File: src/rtl/csvfs_pkg.sv
// Package for the CSV field splitter: payload structs, the parse phase enum
// and the character constants. There are no dependencies.
`timescale 1ns / 1ps

package csvfs_pkg;

  // Characters with a meaning to the parser
  localparam logic [7:0] ChSpace = 8'h20;
  localparam logic [7:0] ChTab   = 8'h09;
  localparam logic [7:0] ChQuote = 8'h22;
  localparam logic [7:0] ChComma = 8'h2C;

  // Input request: one record byte
  typedef struct packed {
    logic [7:0] in_byte;
    logic       end_of_record;
  } csvfs_in_t;

  // Output request: a field byte or a field-end mark
  typedef struct packed {
    logic [7:0] out_byte;
    logic       byte_valid;
    logic       field_end;
    logic       record_end;
    logic       last_of_input;
  } csvfs_out_t;

  // Queue entry: the results of one input byte.
  // first_vld: a data byte or plain field-end mark comes first.
  // rec_mark:  a record-end mark follows (always the final result).
  typedef struct packed {
    logic       first_vld;
    logic [7:0] first_byte;
    logic       first_is_byte;
    logic       rec_mark;
  } csvfs_entry_t;

  // Parse phase
  typedef enum logic [1:0] {
    PH_START  = 2'd0,
    PH_PLAIN  = 2'd1,
    PH_QUOTED = 2'd2,
    PH_QSEEN  = 2'd3
  } csvfs_phase_e;

endpackage

File: src/rtl/csvfs_front.sv
// Front end of the CSV field splitter: holds the parse phase and classifies
// each accepted byte into a queue entry. Depends on csvfs_pkg.
`timescale 1ns / 1ps

module csvfs_front import csvfs_pkg::*; (
  input  logic         clk_i,
  input  logic         rst_ni,
  input  logic         accept_i,
  input  csvfs_in_t    in_data_i,
  output csvfs_entry_t entry_o,
  output logic         has_result_o
);

  csvfs_phase_e phase_q, phase_d;
  logic [7:0]   c;
  logic         blank;

  assign c     = in_data_i.in_byte;
  assign blank = (c == ChSpace) || (c == ChTab);

  // Phase register
  always_ff @(posedge clk_i or negedge rst_ni) begin
    if (!rst_ni) begin
      phase_q <= PH_START;
    end else if (accept_i) begin
      phase_q <= phase_d;
    end
  end

  // Next phase and the results of this byte
  always_comb begin
    phase_d               = phase_q;
    entry_o.first_vld     = 1'b0;
    entry_o.first_byte    = 8'h00;
    entry_o.first_is_byte = 1'b0;
    entry_o.rec_mark      = 1'b0;
    unique case (phase_q)
      PH_PLAIN: begin
        entry_o.first_vld = 1'b1;
        if (c == ChComma) begin
          phase_d = PH_START;
        end else begin
          entry_o.first_byte    = c;
          entry_o.first_is_byte = 1'b1;
        end
      end
      PH_QUOTED: begin
        if (c == ChQuote) begin
          phase_d = PH_QSEEN;
        end else begin
          entry_o.first_vld     = 1'b1;
          entry_o.first_byte    = c;
          entry_o.first_is_byte = 1'b1;
        end
      end
      PH_QSEEN: begin
        entry_o.first_vld = 1'b1;
        if (c == ChQuote) begin
          // doubled quote gives one quote byte
          entry_o.first_byte    = ChQuote;
          entry_o.first_is_byte = 1'b1;
          phase_d               = PH_QUOTED;
        end else begin
          // closing quote confirmed, this byte is dropped
          phase_d = PH_START;
        end
      end
      PH_START: begin
        if (blank) begin
          // leading blank skipped
        end else if (c == ChQuote) begin
          phase_d = PH_QUOTED;
        end else if (c == ChComma) begin
          entry_o.first_vld = 1'b1;
        end else begin
          entry_o.first_vld     = 1'b1;
          entry_o.first_byte    = c;
          entry_o.first_is_byte = 1'b1;
          phase_d               = PH_PLAIN;
        end
      end
    endcase
    // implicit comma at record end
    if (in_data_i.end_of_record) begin
      entry_o.rec_mark = 1'b1;
      phase_d          = PH_START;
    end
  end

  assign has_result_o = entry_o.first_vld || entry_o.rec_mark;

endmodule

File: src/rtl/csvfs_queue.sv
// Small FIFO of parse entries between front and back end.
// Depends on csvfs_pkg.
`timescale 1ns / 1ps

module csvfs_queue import csvfs_pkg::*; #(
  parameter int Depth = 4
) (
  input  logic         clk_i,
  input  logic         rst_ni,
  input  logic         push_i,
  input  csvfs_entry_t wr_entry_i,
  input  logic         pop_i,
  output csvfs_entry_t rd_entry_o,
  output logic         empty_o,
  output logic         full_o
);

  localparam int PtrW = (Depth > 1) ? $clog2(Depth) : 1;
  localparam int CntW = $clog2(Depth + 1);

  csvfs_entry_t        mem_q [Depth];
  logic [PtrW-1:0]     wptr_q, wptr_d, rptr_q, rptr_d;
  logic [CntW-1:0]     cnt_q, cnt_d;

  assign empty_o    = (cnt_q == '0);
  assign full_o     = (cnt_q == CntW'(Depth));
  assign rd_entry_o = mem_q[rptr_q];

  // Pointer and count update
  always_comb begin
    wptr_d = wptr_q;
    rptr_d = rptr_q;
    cnt_d  = cnt_q;
    if (push_i) begin
      wptr_d = (wptr_q == PtrW'(Depth - 1)) ? '0 : wptr_q + 1'b1;
    end
    if (pop_i) begin
      rptr_d = (rptr_q == PtrW'(Depth - 1)) ? '0 : rptr_q + 1'b1;
    end
    if (push_i && !pop_i) begin
      cnt_d = cnt_q + 1'b1;
    end else if (pop_i && !push_i) begin
      cnt_d = cnt_q - 1'b1;
    end
  end

  always_ff @(posedge clk_i or negedge rst_ni) begin
    if (!rst_ni) begin
      wptr_q <= '0;
      rptr_q <= '0;
      cnt_q  <= '0;
    end else begin
      wptr_q <= wptr_d;
      rptr_q <= rptr_d;
      cnt_q  <= cnt_d;
    end
  end

  // Storage
  always_ff @(posedge clk_i) begin
    if (push_i) begin
      mem_q[wptr_q] <= wr_entry_i;
    end
  end

endmodule

File: src/rtl/csvfs_back.sv
// Back end of the CSV field splitter: expands queue entries into one or two
// output requests through an output register. Depends on csvfs_pkg.
`timescale 1ns / 1ps

module csvfs_back import csvfs_pkg::*; (
  input  logic         clk_i,
  input  logic         rst_ni,
  input  csvfs_entry_t entry_i,
  input  logic         empty_i,
  output logic         pop_o,
  output logic         out_valid_o,
  input  logic         out_ready_i,
  output csvfs_out_t   out_data_o
);

  logic       sub_q, sub_d;
  logic       out_valid_q, out_valid_d;
  csvfs_out_t out_q, res;
  logic       load, step, done;

  // Output register may take a new request
  assign load = !out_valid_q || out_ready_i;
  assign step = load && !empty_i;

  // Pick the next result of the head entry
  always_comb begin
    if (!sub_q && entry_i.first_vld) begin
      res.out_byte      = entry_i.first_byte;
      res.byte_valid    = entry_i.first_is_byte;
      res.field_end     = !entry_i.first_is_byte;
      res.record_end    = 1'b0;
      res.last_of_input = !entry_i.rec_mark;
      done              = !entry_i.rec_mark;
    end else begin
      res.out_byte      = 8'h00;
      res.byte_valid    = 1'b0;
      res.field_end     = 1'b1;
      res.record_end    = 1'b1;
      res.last_of_input = 1'b1;
      done              = 1'b1;
    end
  end

  assign pop_o       = step && done;
  assign sub_d       = step ? !done : sub_q;
  assign out_valid_d = step ? 1'b1 : (load ? 1'b0 : out_valid_q);

  always_ff @(posedge clk_i or negedge rst_ni) begin
    if (!rst_ni) begin
      sub_q       <= 1'b0;
      out_valid_q <= 1'b0;
    end else begin
      sub_q       <= sub_d;
      out_valid_q <= out_valid_d;
    end
  end

  // Output payload
  always_ff @(posedge clk_i) begin
    if (step) begin
      out_q <= res;
    end
  end

  assign out_valid_o = out_valid_q;
  assign out_data_o  = out_q;

endmodule

File: src/rtl/csv_field_splitter.sv
// Top level of the CSV field splitter: front classifier, entry queue and
// output back end. Depends on csvfs_pkg, csvfs_front, csvfs_queue, csvfs_back.
//
// Usage:
//   Input channel (in_valid_i/in_ready_o/in_data_i) takes one record byte per
//   request, end_of_record set on the last byte of a record. Output channel
//   (out_valid_o/out_ready_i/out_data_o) gives field bytes and field-end
//   marks; a mark with record_end closes the record. last_of_input flags the
//   final request caused by one input byte.
//   Results pass through the entry queue and the output register. Throughput:
//   one input byte per cycle while the queue is not full; one output request
//   per cycle while the receiver is ready, so a last byte with both a field
//   result and the record-end mark uses the port twice. The queue of
//   QueueDepth entries absorbs that and lets the input run on while the output
//   stalls. Bytes that yield nothing (skipped blanks, quotes) never enter the
//   queue. Reset: the parse phase returns to field start and queue and output
//   register empty. When the receiver stalls, the output register holds and
//   the queue fills; in_ready_o drops only when the queue is full.
`timescale 1ns / 1ps

module csv_field_splitter import csvfs_pkg::*; #(
  parameter int QueueDepth = 4
) (
  input  logic       clk_i,
  input  logic       rst_ni,
  input  logic       in_valid_i,
  output logic       in_ready_o,
  input  csvfs_in_t  in_data_i,
  output logic       out_valid_o,
  input  logic       out_ready_i,
  output csvfs_out_t out_data_o
);

  csvfs_entry_t wr_entry, rd_entry;
  logic         accept, has_result, push, pop, empty, full;

  assign in_ready_o = !full;
  assign accept     = in_valid_i && in_ready_o;
  assign push       = accept && has_result;

  // Classifier
  csvfs_front u_front (
    .clk_i       (clk_i),
    .rst_ni      (rst_ni),
    .accept_i    (accept),
    .in_data_i   (in_data_i),
    .entry_o     (wr_entry),
    .has_result_o(has_result)
  );

  // Entry queue
  csvfs_queue #(
    .Depth(QueueDepth)
  ) u_queue (
    .clk_i     (clk_i),
    .rst_ni    (rst_ni),
    .push_i    (push),
    .wr_entry_i(wr_entry),
    .pop_i     (pop),
    .rd_entry_o(rd_entry),
    .empty_o   (empty),
    .full_o    (full)
  );

  // Result emitter
  csvfs_back u_back (
    .clk_i      (clk_i),
    .rst_ni     (rst_ni),
    .entry_i    (rd_entry),
    .empty_i    (empty),
    .pop_o      (pop),
    .out_valid_o(out_valid_o),
    .out_ready_i(out_ready_i),
    .out_data_o (out_data_o)
  );

  // Checks
  a_no_pop_empty: assert property (@(posedge clk_i) disable iff (!rst_ni)
    pop |-> !empty)
    else $error("queue popped while empty");

  a_byte_or_mark: assert property (@(posedge clk_i) disable iff (!rst_ni)
    out_valid_o |-> (out_data_o.byte_valid != out_data_o.field_end))
    else $error("result is neither a single byte nor a single mark");

  a_rec_last: assert property (@(posedge clk_i) disable iff (!rst_ni)
    (out_valid_o && out_data_o.record_end) |->
      (out_data_o.field_end && out_data_o.last_of_input))
    else $error("record-end mark not final field-end result");

  a_mark_zero: assert property (@(posedge clk_i) disable iff (!rst_ni)
    (out_valid_o && out_data_o.field_end) |-> (out_data_o.out_byte == 8'h00))
    else $error("mark result carries a nonzero byte");

endmodule

File: config.mk
export PLATFORM = sky130hd
export DESIGN_NAME = csv_field_splitter
export DESIGN_NICKNAME = d
export VERILOG_FILES = /design/src/rtl/csvfs_pkg.sv /design/src/rtl/csvfs_front.sv /design/src/rtl/csvfs_queue.sv /design/src/rtl/csvfs_back.sv /design/src/rtl/csv_field_splitter.sv
export SDC_FILE = /design/constraint.sdc
export NUM_CORES = 1
export LEC_CHECK = 0
export BUFFER_PORTS_ARGS = -buffer_cell sky130_fd_sc_hd__buf_2
export CAP_MARGIN = 0
export CORE_ASPECT_RATIO = 2
export CORE_MARGIN = 2
export CORE_UTILIZATION = 40
export CTS_CLUSTER_DIAMETER = 50
export DETAILED_ROUTE_END_ITERATION = 6
export PLACE_DENSITY = 0.69
export SLEW_MARGIN = 40
export SYNTH_ARGS = -nofsm -noshare
export SYNTH_HDL_FRONTEND = slang
export SYNTH_SLANG_ARGS = --single-unit
export TNS_END_PERCENT = 50
File: constraint.sdc
create_clock -name clk_i -period 5.53 [get_ports clk_i]
set_input_delay 0.553 -clock clk_i [delete_from_list [all_inputs] [get_ports clk_i]]
set_output_delay 0.553 -clock clk_i [all_outputs]
set_load 0.02 [all_outputs]
## Word-level counts from Yosys, hierarchy flattened

Memory sizes are Yosys's and may differ from the RTL's.
Cells that the tools add are included.

| word-level totals | value |
|---|---|
| RAM bits | 44 |
| output and inout port bits | 14 |
| input port bits | 13 |
| word-level logic and storage cells | 79 |
| register bits after elaboration | 23 |
| memories | 1 |

Memories:

| memory | words | bits a word | read ports | clocked after Yosys merged registers in | write ports | line | text |
|---|---|---|---|---|---|---|---|
| u_queue.mem_q | 4 | 11 | 1 | 0 | 1 | csvfs_queue.sv:21 | `csvfs_entry_t mem_q [Depth];` |

| cells by class | value |
|---|---|
| reductions and logical operators | 24 |
| $add $sub $neg | 4 |
| equality and inequality tests | 14 |
| muxes and demuxes | 25 |

Operator list:

| cell | number |
|---|---|
| case mux 10 bit (4 select lines) | 1 |
| 2-to-1 mux 10 bit | 3 |
| == test 8 x 6 -> 1 bit (second input constant) | 3 |
| 2-to-1 mux 2 bit | 10 |
| logical NOT 1 bit | 9 |
| 2-to-1 mux 9 bit | 1 |
| == test 2 bit (second input constant) | 4 |
| == test 8 x 4 -> 1 bit (second input constant) | 1 |
| case mux 2 bit (4 select lines) | 1 |
| logical AND 1 bit | 7 |
| 2-to-1 mux 7 bit | 1 |
| 2-to-1 mux 1 bit | 6 |
| 2-to-1 mux 3 bit | 2 |
| inequality test 3 x 2 -> 1 bit (second input constant) | 2 |
| AND reduction 5 bit | 1 |
| adder 2 x 1 -> 2 bit (second input constant) | 2 |
| inequality test 4 x 3 -> 1 bit (second input constant) | 1 |
| nonzero test 2 bit | 2 |
| adder 3 x 1 -> 3 bit (second input constant) | 1 |
| == test 3 bit (second input constant) | 1 |
| logical NOT 3 bit | 1 |
| logical OR 1 bit | 3 |
| inequality test 3 bit (second input constant) | 1 |
| subtractor 3 x 1 -> 3 bit (second input constant) | 1 |
| other kinds (2) | 2 |

## Longest topological paths before layout

Gate-level depths: netlist of run 1.

| logic depth | value |
|---|---|
| word-level depth | 11 |
| mapped depth | 11 |
| mapped depth without buffers | 10 |

## Cells and area by module

Synthesis of run 1 repeated with hierarchy kept, for this count alone.

| second synthesis, totals | value |
|---|---|
| cells, all modules | 189 |
| area total of the unflattened synthesis | 3,041.7 µm² |

Modules (own cells, without submodules):

| module | instances | sequential area each (µm²) | cells each | area an instance (µm²) |
|---|---|---|---|---|
| csvfs_queue | 1 | 1,496.4 | 94 | 2,008.2 |
| csvfs_back | 1 | 410.4 | 35 | 551.8 |
| csvfs_front | 1 | 50.0 | 57 | 462.9 |
| csv_field_splitter | 1 | 0.0 | 3 | 18.8 |

## Worst setup path after synthesis of run 1

Ideal clock, no wire load.

| timing | value |
|---|---|
| path type | input-to-reg |
| start point | input port out_ready_i |
| end point | register u_queue.cnt_q[1] |
| data arrival time | 2,454 ps |
| setup time | 125 ps |
| path buffers | 0 |
| cell stages on the path | 7 |
| required time | 5,405 ps |
| setup slack | 2,951 ps |
| cell sequence | inv_1 -> a21oi_1 -> o21ai_2 -> ha_1 -> inv_1 -> fa_1 -> mux2_2 |

| between the ends | value |
|---|---|
| longest elaborated chain between the ends | 6 |
| elaborated cells between the ends (all ways) | 8 |
| classes of those cells | 1 x mux; 7 x reduce/logical |

RTL lines:

| element | line | text |
|---|---|---|
| start: declaration | csv_field_splitter.sv:30 | `input logic out_ready_i,` |
| logical OR 1 bit | csvfs_back.sv:22 | `assign load = !out_valid_q \|\| out_ready_i;` |
| logical AND 1 bit | csvfs_back.sv:23 | `assign step = load && !empty_i;` |
| logical AND 1 bit | csvfs_back.sv:44 | `assign pop_o = step && done;` |
| logical NOT 1 bit | csvfs_queue.sv:40 | `if (push_i && !pop_i) begin` |
| logical AND 1 bit | csvfs_queue.sv:40 |  |
| 2-to-1 mux 3 bit | csvfs_queue.sv:40 |  |
| named net u_queue.cnt_d[1] | csvfs_queue.sv:23 | `logic [CntW-1:0] cnt_q, cnt_d;` |
| end signal: assignment | csvfs_queue.sv:55 | `cnt_q <= cnt_d;` |
| end: declaration | csvfs_queue.sv:23 |  |

The timed path passes the listed nets, and every way through them passes these cells.
A chain may end at the register's enable or synchronous reset.

## Final worst setup path of run 1

| timing | value |
|---|---|
| start point | register u_queue.rptr_q[1] |
| end point | register u_queue.cnt_q[2] |

| between the ends | value |
|---|---|
| longest elaborated chain between the ends | 7 |
| elaborated cells between the ends (all ways) | 10 |
| classes of those cells | 2 x mux; 7 x reduce/logical; 1 x memory |

RTL lines:

| element | line | text |
|---|---|---|
| start: declaration | csvfs_queue.sv:22 | `logic [PtrW-1:0] wptr_q, wptr_d, rptr_q, rptr_d;` |
| start signal: assignment | csvfs_queue.sv:54 | `rptr_q <= rptr_d;` |
| memory read (4 x 11 bit) (*) | - |  |
| logical NOT 1 bit / logical AND 1 bit (equally long branches) | csvfs_back.sv:33, csvfs_back.sv:27 |  |
| 2-to-1 mux 1 bit (*) | csvfs_back.sv:27 | `if (!sub_q && entry_i.first_vld) begin` |
| logical AND 1 bit (*) | csvfs_back.sv:44 |  |
| logical NOT 1 bit | csvfs_queue.sv:40 |  |
| logical AND 1 bit | csvfs_queue.sv:40 |  |
| 2-to-1 mux 3 bit / nonzero test 2 bit (equally long branches) | - |  |

Mark *: on every way between the ends. The rest lies on a longest branch, timed or not.

==> results of run 1 <==
[layout by cell type (no fill, tap or decap), types with 2 or more instances in the layout]
| master | synthesis | routed |
|---|---|---|
| o21ai_0 | 3 | 3 |
| nor2_1 | 9 | 9 |
| or3_1 | 2 | 2 |
| xor2_1 | 2 | 2 |
| and2_1 | 10 | 10 |
| buf_2 | 3 | 26 |
| ha_1 | 6 | 6 |
| dfrtp_1 | 11 | 10 |
| o21a_1 | 2 | 2 |
| nor4_1 | 2 | 2 |
| o21ai_1 | 2 | 2 |
| nor3_1 | 5 | 5 |
| edfxtp_1 | 56 | 56 |
| mux2_4 | 2 | 2 |
| a21oi_1 | 4 | 4 |
| clkbuf_16 | 0 | 9 |
| nor2b_1 | 9 | 9 |
| nand2b_1 | 3 | 3 |
| nand2_1 | 4 | 4 |
| mux4_2 | 9 | 9 |
| bufinv_16 | 0 | 2 |
| inv_1 | 5 | 5 |
| nand3_1 | 2 | 2 |
| clkinv_2 | 0 | 4 |
| mux2_2 | 2 | 2 |
| mux2i_1 | 2 | 2 |
| mux2_1 | 2 | 2 |
[routing by layer]
metal	track usage (%)	vias up	routed length (um)
met1	13.9	788	1790
li1	-	761	-
met4	10.1	0	163
met3	2.70	10	102
met2	24.8	25	2770
met5	0	-	0
[worst max-delay path, stage by stage (launching register included)]
cell      delay, ps
dfrtp_1         750
mux4_2          330
nand2b_1        260
o21ai_2         320
ha_1            230
inv_1            60
fa_1            370
xor2_1          150
nor2_1          130
xor2_1          160
[registers in the layout, indices dropped and copies added (netlist names)]
signal              flops
u_back.out_data_o      12
u_queue.mem_q          44
u_queue.cnt_q           3
u_front.phase_q         2
u_back.sub_q            1
u_queue.rptr_q          2
u_queue.wptr_q          2
u_back.out_valid_o      1
[area by class of cell]
cell class                 instances  share of cell area, %
multi-input combinational        104                   26.6
clock inverter                     6                   2.31
sequential                        67                   56.5
inverter                           6                  0.650
clock buffer                      10                   6.61
timing repair buffer              27                   3.97
tap                               92                   3.32
[worst min path at each step]
stage | from | to | cells past startpoint | slack [ps]
final | rst_ni | u_back.out_valid_o$_DFFE_PN0P_ | 1 | 100
after global routing | rst_ni | u_front.phase_q[0]$_DFFE_PN0P_ | 1 | 110
after CTS | rst_ni | u_back.out_valid_o$_DFFE_PN0P_ | 1 | 100
after detailed placement | rst_ni | u_back.out_valid_o$_DFFE_PN0P_ | 1 | 450
after global placement | rst_ni | u_queue.cnt_q[0]$_DFFE_PN0P_ | 1 | 450
after floorplan | rst_ni | u_back.out_valid_o$_DFFE_PN0P_ | 0 | 260
[power groups by stage]
stage / registers (mW) / logic, mW / clock network, mW
floorplan: 0.836 / 0.376 / 0
global placement: 0.835 / 0.493 / 0
detailed placement: 0.842 / 0.506 / 0
CTS: 0.832 / 0.508 / 0.592
global route: 0.852 / 0.555 / 0.616
finish: 0.829 / 0.498 / 0.581
[metrics by stage]
| stage | utilization (%) | total power, mW | cells | worst slack [ps] | hold WS [ps] |
|---|---|---|---|---|---|
| after global routing | 48.0 | 2.02 | 312 | 2410 | 108 |
| after floorplan | - | 1.21 | 186 | 2950 | 257 |
| final | 48.0 | 1.91 | 312 | 2710 | 103 |
| after detailed placement | 43.7 | 1.35 | 296 | 2420 | 452 |
| after global placement | 43.7 | 1.33 | 296 | 2510 | 449 |
| after CTS | 48.0 | 1.93 | 312 | 2410 | 104 |
[logic make-up after synthesis]
kind of cell	Yosys count	share of synthesized area [%]
XOR/XNOR	3	0.891
AND/OR/NAND/NOR	55	11.4
adder cells (fa/ha/maj)	7	3.22
AO/OA/AOI/OAI	22	5.64
multiplexers	17	10.1
flip-flops	67	66.3
buffers and inverters	15	2.42
==> out/metrics.csv, run 1 <==
stage,metric,value,unit
clocking,path_clk_slew,50,ps
critical_path,worstReg2RegStart,u_queue.rptr_q[1]$_DFFE_PN0P_,
power_and_ir_drop,pwr-share-clk,30.5,%
power_and_ir_drop,ir_worst_vdd,0.167,mV
status,outcome,"complete, no violations",
yosys,yosysTopAreaCell,edfxtp_1,
critical_path,ff2ff_path_depth,9,
yosys,avgSynthCellArea,15.9,um^2
routing,num_vias,1584,
clocking,cts_setup_buffers,0,
yosys,syn_nets,206,
hold_path,hold_path_class,in2async,
routing,wl_per_cell,15.5,um
power_and_ir_drop,p_per_area,551,mW/mm^2
power_and_ir_drop,combPwrFrac,26.1,%
critical_path,path_class,reg2reg,
sta,skew,7.22,ps
critical_path,r2r_slack,2710,ps
power_and_ir_drop,internal_power,1.35,mW
finish,area_growth,17.4,%
sta,rsz0062_at_grt,no,
sta,worst_slew_pin_slew,643,ps
sta,fin_crit,2820,ps
clocking,clk_latency,330,ps
routing,ant_nets,0,
clocking,post_cts_resized,0,
power_and_ir_drop,leakagePower,1.25,nW
floorplanning,initial_utilization,40.9,%
critical_path,end_kind,flip-flop,
yosys,synth_edf_count,56,
routing,firstDrtPassIters,4,
critical_path,crit_end,u_queue.cnt_q[2]$_DFFE_PN0P_,
clocking,cts_tree,yes,
finish,nNetsFinal,235,
clocking,numCtsBuffers,9,
floorplanning,die_area,0.00812,mm^2
floorplanning,die_h,125,um
routing,drtIter0Drc,34,
clocking,cts_hold_buf,0,
global_routing,antenna_found_initial,0,
floorplanning,boundaryPins,27,
sta,finalHoldViolations,0,
finish,fillers,619,
yosys,ys_types,51,
place,portBuffers,26,
sta,fin_setup_tns,0,ps
routing,drc,0,
floorplanning,placeableCoreArea,0.00721,mm^2
place,place_hpwl,3540,um
clocking,htreeDepth,3,
yosys,yosysWarnings,0,
power_and_ir_drop,sequentialPowerShare,43.4,%
flow_run,maxCapViolations,0,
sta,finalMaxSlewViolations,0,
yosys,synth_cells,186,
clocking,cts.path.max_buffers,2,
global_routing,grt-ovfl-total,0,
power_and_ir_drop,switchingPower,560,uW
place,gp_congestion,0.740,
clocking,root_buffer,clkbuf_16,
yosys,synth_area_leaders,"edfxtp_1 57%, dfrtp_1 9.3%, mux4_2 6.9%",
finish,layout-drive-gt1-share,27.7,%
critical_path,worstPathArrival,3070,ps
yosys,synthFlopType,edfxtp_1,
yosys,yosysSeqAreaShare,66.3,%
global_routing,grt_pass1_wl,8230,um
yosys,yosysMostFrequentCell,edfxtp_1,
sta,max_freq,354,MHz
finish,diodes,0,
floorplanning,fp.dieW,64.7,um
yosys,yosysTopAreaCellShare,57.0,%
global_routing,grt_max_degree,17,
critical_path,r2r-end,u_queue.cnt_q[2]$_DFFE_PN0P_,
global_routing,groute.usage.overall,14.0,%
sta,finalCritPeriodShare,51.1,%
finish,design_area,0.00346,mm^2
global_routing,first_global_vias,1709,
sta,finalSetupViolations,0,
power_and_ir_drop,p_sw_share,29.3,%
place,placed_area,0.00315,mm^2
critical_path,crit_required,5780,ps
critical_path,cp-startpoint,u_queue.rptr_q[1]$_DFFE_PN0P_,
yosys,synthesis.area,0.00295,mm^2
floorplanning,row_count,44,
yosys,ys_seq_elements,67,
finish,seqCellArea,0.00196,mm^2
critical_path,start_kind,flip-flop,
routing,routed_wirelength,4830,um
yosys,synthTopCellsByCount,"56 x edfxtp_1, 11 x dfrtp_1, 10 x and2_1",
sta,slew_headroom,57.2,%
clocking,clock_sinks,67,
critical_path,path_max_fanout,16,
finish,multi_input_area,922,um^2
yosys,synth-async-reset-ratio,16.4,%
routing,vias_per_cell,5.08,
Note: power is estimated with default switching activity, not from simulation.
==> run 2: changes to the inputs <==
ABC_AREA = 1   (was unset)
PLACE_DENSITY = 0.71   (was 0.69)
clock period = 2.5 ns   (was 5.53 ns; I/O delays follow)
==> run 2 against run 1 <==
Against the previous run: non-clock buffer count rose by 12; die area grew 4.9%; sequential cell count unchanged; critical endpoint unchanged; cell area increased by 6.1%; critical path depth rose by 3; fmax rose by 21%; via count up 36%; setup slack worse by 2500 ps; largest cell class unchanged.
==> out/metrics.csv, run 2 <==
stage,metric,value,unit,change
status,outcome,"complete, no violations",,
routing,firstDrtPassIters,4,,unchanged
critical_path,path_class,reg2reg,,
critical_path,slowest_delay,440,ps,-310 ps
finish,largest_reg_flops,44,,unchanged
place,place_hpwl,4250,um,+20%
finish,layout_common_cells,"62 x nor2_1, 56 x edfxtp_1, 44 x nand2_1",,
floorplanning,row_count,45,,+2.3%
yosys,yosysMostFrequentCell,nor2_1,,
sta,skew,6.11,ps,-1.11 ps
critical_path,crit_required,2700,ps,-3080 ps
critical_path,crit_slowest_cell,dfrtp_2,,
critical_path,critPathTopFamily,compound AO/OA/AOI/OAI gates,,
finish,area_growth,18.5,%,
critical_path,path_cells,"buf_4, buf_4, a21oi_1, a22oi_1, nand2_4, nand2_4, ha_1, inv_1, fa_1, a21oi_1, o21ai_0, xor2_1",,
clocking,path_clk_slew,50,ps,about the same
routing,num_vias,2156,,+36%
power_and_ir_drop,ir_worst_vdd,0.444,mV,+170%
clocking,numCtsBuffers,9,,unchanged
sta,finalCritPeriodShare,93.1,%,+42 points
critical_path,r2r-end,u_queue.cnt_q[2]$_DFFE_PN0P_,,
finish,largest-register,u_queue.mem_q,,
power_and_ir_drop,p_per_area,1230,mW/mm^2,+120%
sta,slew_headroom,68.5,%,+11 points
critical_path,worstPathArrival,2530,ps,-540 ps
yosys,synthTopCellsByCount,"62 x nor2_1, 56 x edfxtp_1, 44 x nand2_1",,
clocking,htreeDepth,3,,unchanged
yosys,synth_area_leaders,"edfxtp_1 54%, dfrtp_1 8.9%, nor2_1 7.5%",,
sta,fin_crit,2330,ps,-496 ps
power_and_ir_drop,leakagePower,1.55,nW,+24%
finish,final_common_cell,nor2_1,,
clocking,cts_tree,yes,,
global_routing,grt-ovfl-total,0,,unchanged
global_routing,groute.usage.overall,15.8,%,+1.8 points
routing,ant_nets,0,,unchanged
sta,finalSetupViolations,0,,unchanged
global_routing,grt_pass1_wl,9760,um,+19%
clocking,root_buffer,clkbuf_16,,
sta,finalMaxSlewViolations,0,,unchanged
yosys,ys_types,31,,-39%
yosys,yosysWarnings,0,,unchanged
critical_path,cp-startpoint,u_queue.rptr_q[0]$_DFFE_PN0P_,,
yosys,synthesis.area,0.00310,mm^2,+5.1%
hold_path,hold_path_class,in2reg,,
place,gp_congestion,0.907,,+23%
yosys,yosysTopAreaCellShare,54.2,%,-2.8 points
routing,wl_per_cell,13.5,um,-13%
critical_path,worstReg2RegStart,u_queue.rptr_q[0]$_DFFE_PN0P_,,
power_and_ir_drop,total_power,4.54,mW,+140%
yosys,yosysSeqAreaShare,63.1,%,-3.2 points
floorplanning,placeableCoreArea,0.00754,mm^2,+4.6%
finish,nNetsFinal,361,,+54%
routing,drtIter0Drc,69,,+100%
clocking,clock_sinks,67,,unchanged
critical_path,ff2ff_path_depth,12,,+3
critical_path,start_kind,flip-flop,,
floorplanning,boundaryPins,27,,unchanged
yosys,avgSynthCellArea,10.4,um^2,-35%
yosys,yosysTopAreaCell,edfxtp_1,,
yosys,synthFlopType,edfxtp_1,,
sta,finalHoldViolations,0,,unchanged
routing,vias_per_cell,4.90,,-3.5%
yosys,synth_cells,299,,+61%
yosys,syn_nets,319,,+55%
yosys,ys_seq_elements,67,,unchanged
global_routing,grt_max_degree,23,,+6
floorplanning,die_area,0.00852,mm^2,+4.9%
yosys,synth_edf_count,56,,unchanged
sta,holdWs,235,ps,+132 ps
floorplanning,die_h,129,um,+2.5%
critical_path,end_kind,flip-flop,,
routing,drc,0,,unchanged
floorplanning,fp.dieW,66.3,um,+2.4%
finish,design_area,0.00367,mm^2,+6.1%
critical_path,r2r_slack,170,ps,-2530 ps
global_routing,antenna_found_initial,0,,unchanged
sta,setup_ws,173,ps,-2530 ps
place,placed_area,0.00335,mm^2,+6.2%
critical_path,crit_end,u_queue.cnt_q[2]$_DFFE_PN0P_,,
yosys,synth-async-reset-ratio,16.4,%,unchanged
routing,routed_wirelength,5950,um,+23%
critical_path,path_max_fanout,5,,-11
sta,worst_slew_pin_slew,468,ps,-174 ps
finish,diodes,0,,unchanged
place,dp_slack,78.9,ps,-2340 ps
finish,layout-drive-gt1-share,19.9,%,-7.8 points
clocking,clk_latency,320,ps,about the same
critical_path,crit_cells,12,,+3
sta,max_freq,430,MHz,+21%
global_routing,first_global_vias,2175,,+27%
flow_run,maxCapViolations,0,,unchanged
place,portBuffers,26,,unchanged
clocking,cts.path.max_buffers,2,,unchanged
critical_path,critPathBufInv,3,,+2
floorplanning,initial_utilization,41.1,%,+0.20 points
run 2: cell count changes after synthesis, sizes merged, moves of 3 or more:
cell and delta:
a21oi +12, and2 -9, inv +31, mux2 -6, mux4 -9, nand2 +51
nand2b -3, nand3 +9, nor2 +55, nor2b -9, nor3 -5, o21ai +17
run 2: how the worst min path moves through the flow:
stage                 startpoint                              to  cells past startpoint
floorplan                 rst_ni  u_back.out_valid_o$_DFFE_PN0P_                      0
global placement          rst_ni        u_back.sub_q$_DFFE_PN0P_                      1
detailed placement        rst_ni        u_back.sub_q$_DFFE_PN0P_                      1
CTS                 in_data_i[0]   u_queue.mem_q[0][0]$_DFFE_PP_                      1
global route        in_data_i[0]   u_queue.mem_q[1][0]$_DFFE_PP_                      1
finish              in_data_i[0]   u_queue.mem_q[3][0]$_DFFE_PP_                      1
run 2: cell families after synthesis:
family | after synthesis | synth area share, %
AND/OR/NAND/NOR | 134 | 18.8
flip-flops | 67 | 63.1
buffers and inverters | 45 | 6.57
AO/OA/AOI/OAI | 44 | 7.91
adder cells (fa/ha/maj) | 7 | 3.07
XOR/XNOR | 2 | 0.565
run 2: worst register-to-register path, cell delays in order (launching register included):
cell and delay [ps]:
dfrtp_2 440, buf_4 140, buf_4 100, a21oi_1 50, a22oi_1 260, nand2_4 110
nand2_4 80, ha_1 140, inv_1 70, fa_1 380, a21oi_1 160, o21ai_0 120
xor2_1 150
run 2: metrics by stage:
step / setup TNS [ps] / std cells / utilization [%]
6_report: 0 / 440 / 48.7
3_3_place_gp: 0 / 419 / 44.4
5_1_grt: -5.11 / 440 / 48.7
3_5_place_dp: 0 / 419 / 44.4
2_1_floorplan: 0 / 299 / -
4_1_cts: 0 / 436 / 48.2
run 2: where the power goes:
part           switching, mW  total [mW]  internal [mW]
Sequential             0.140        1.78           1.64
Clock                  0.402        1.16          0.761
Combinational           1.04        1.59          0.550
Total                   1.59        4.54           2.95
run 2: timing repair:
action | CTS | global route
resized for setup | 0 | 3
setup endpoints to repair | 0 | 1
hold buffers | 1 | 0
hold endpoints to repair | 11 | 0
buffers inserted | 0 | 4
run 2: routing by layer:
layer / up-vias / routed length, um / track usage [%] / part of all wire, %
li1: 1069 / - / - / -
met1: 1026 / 2050 / 14.5 / 34
met2: 53 / 3590 / 29.7 / 60
met3: 8 / 179 / 3.67 / 3.0
met4: 0 / 133 / 9.72 / 2.2
met5: - / 0 / 0 / 0
run 2: cell type report:
type                       instances  area (um^2)
inverter                          37          144
multi-input combinational        187          946
tap                               94          118
clock buffer                      12          236
sequential                        67         1960
clock inverter                     4         41.3
timing repair buffer              39          230
fill                             691         3870
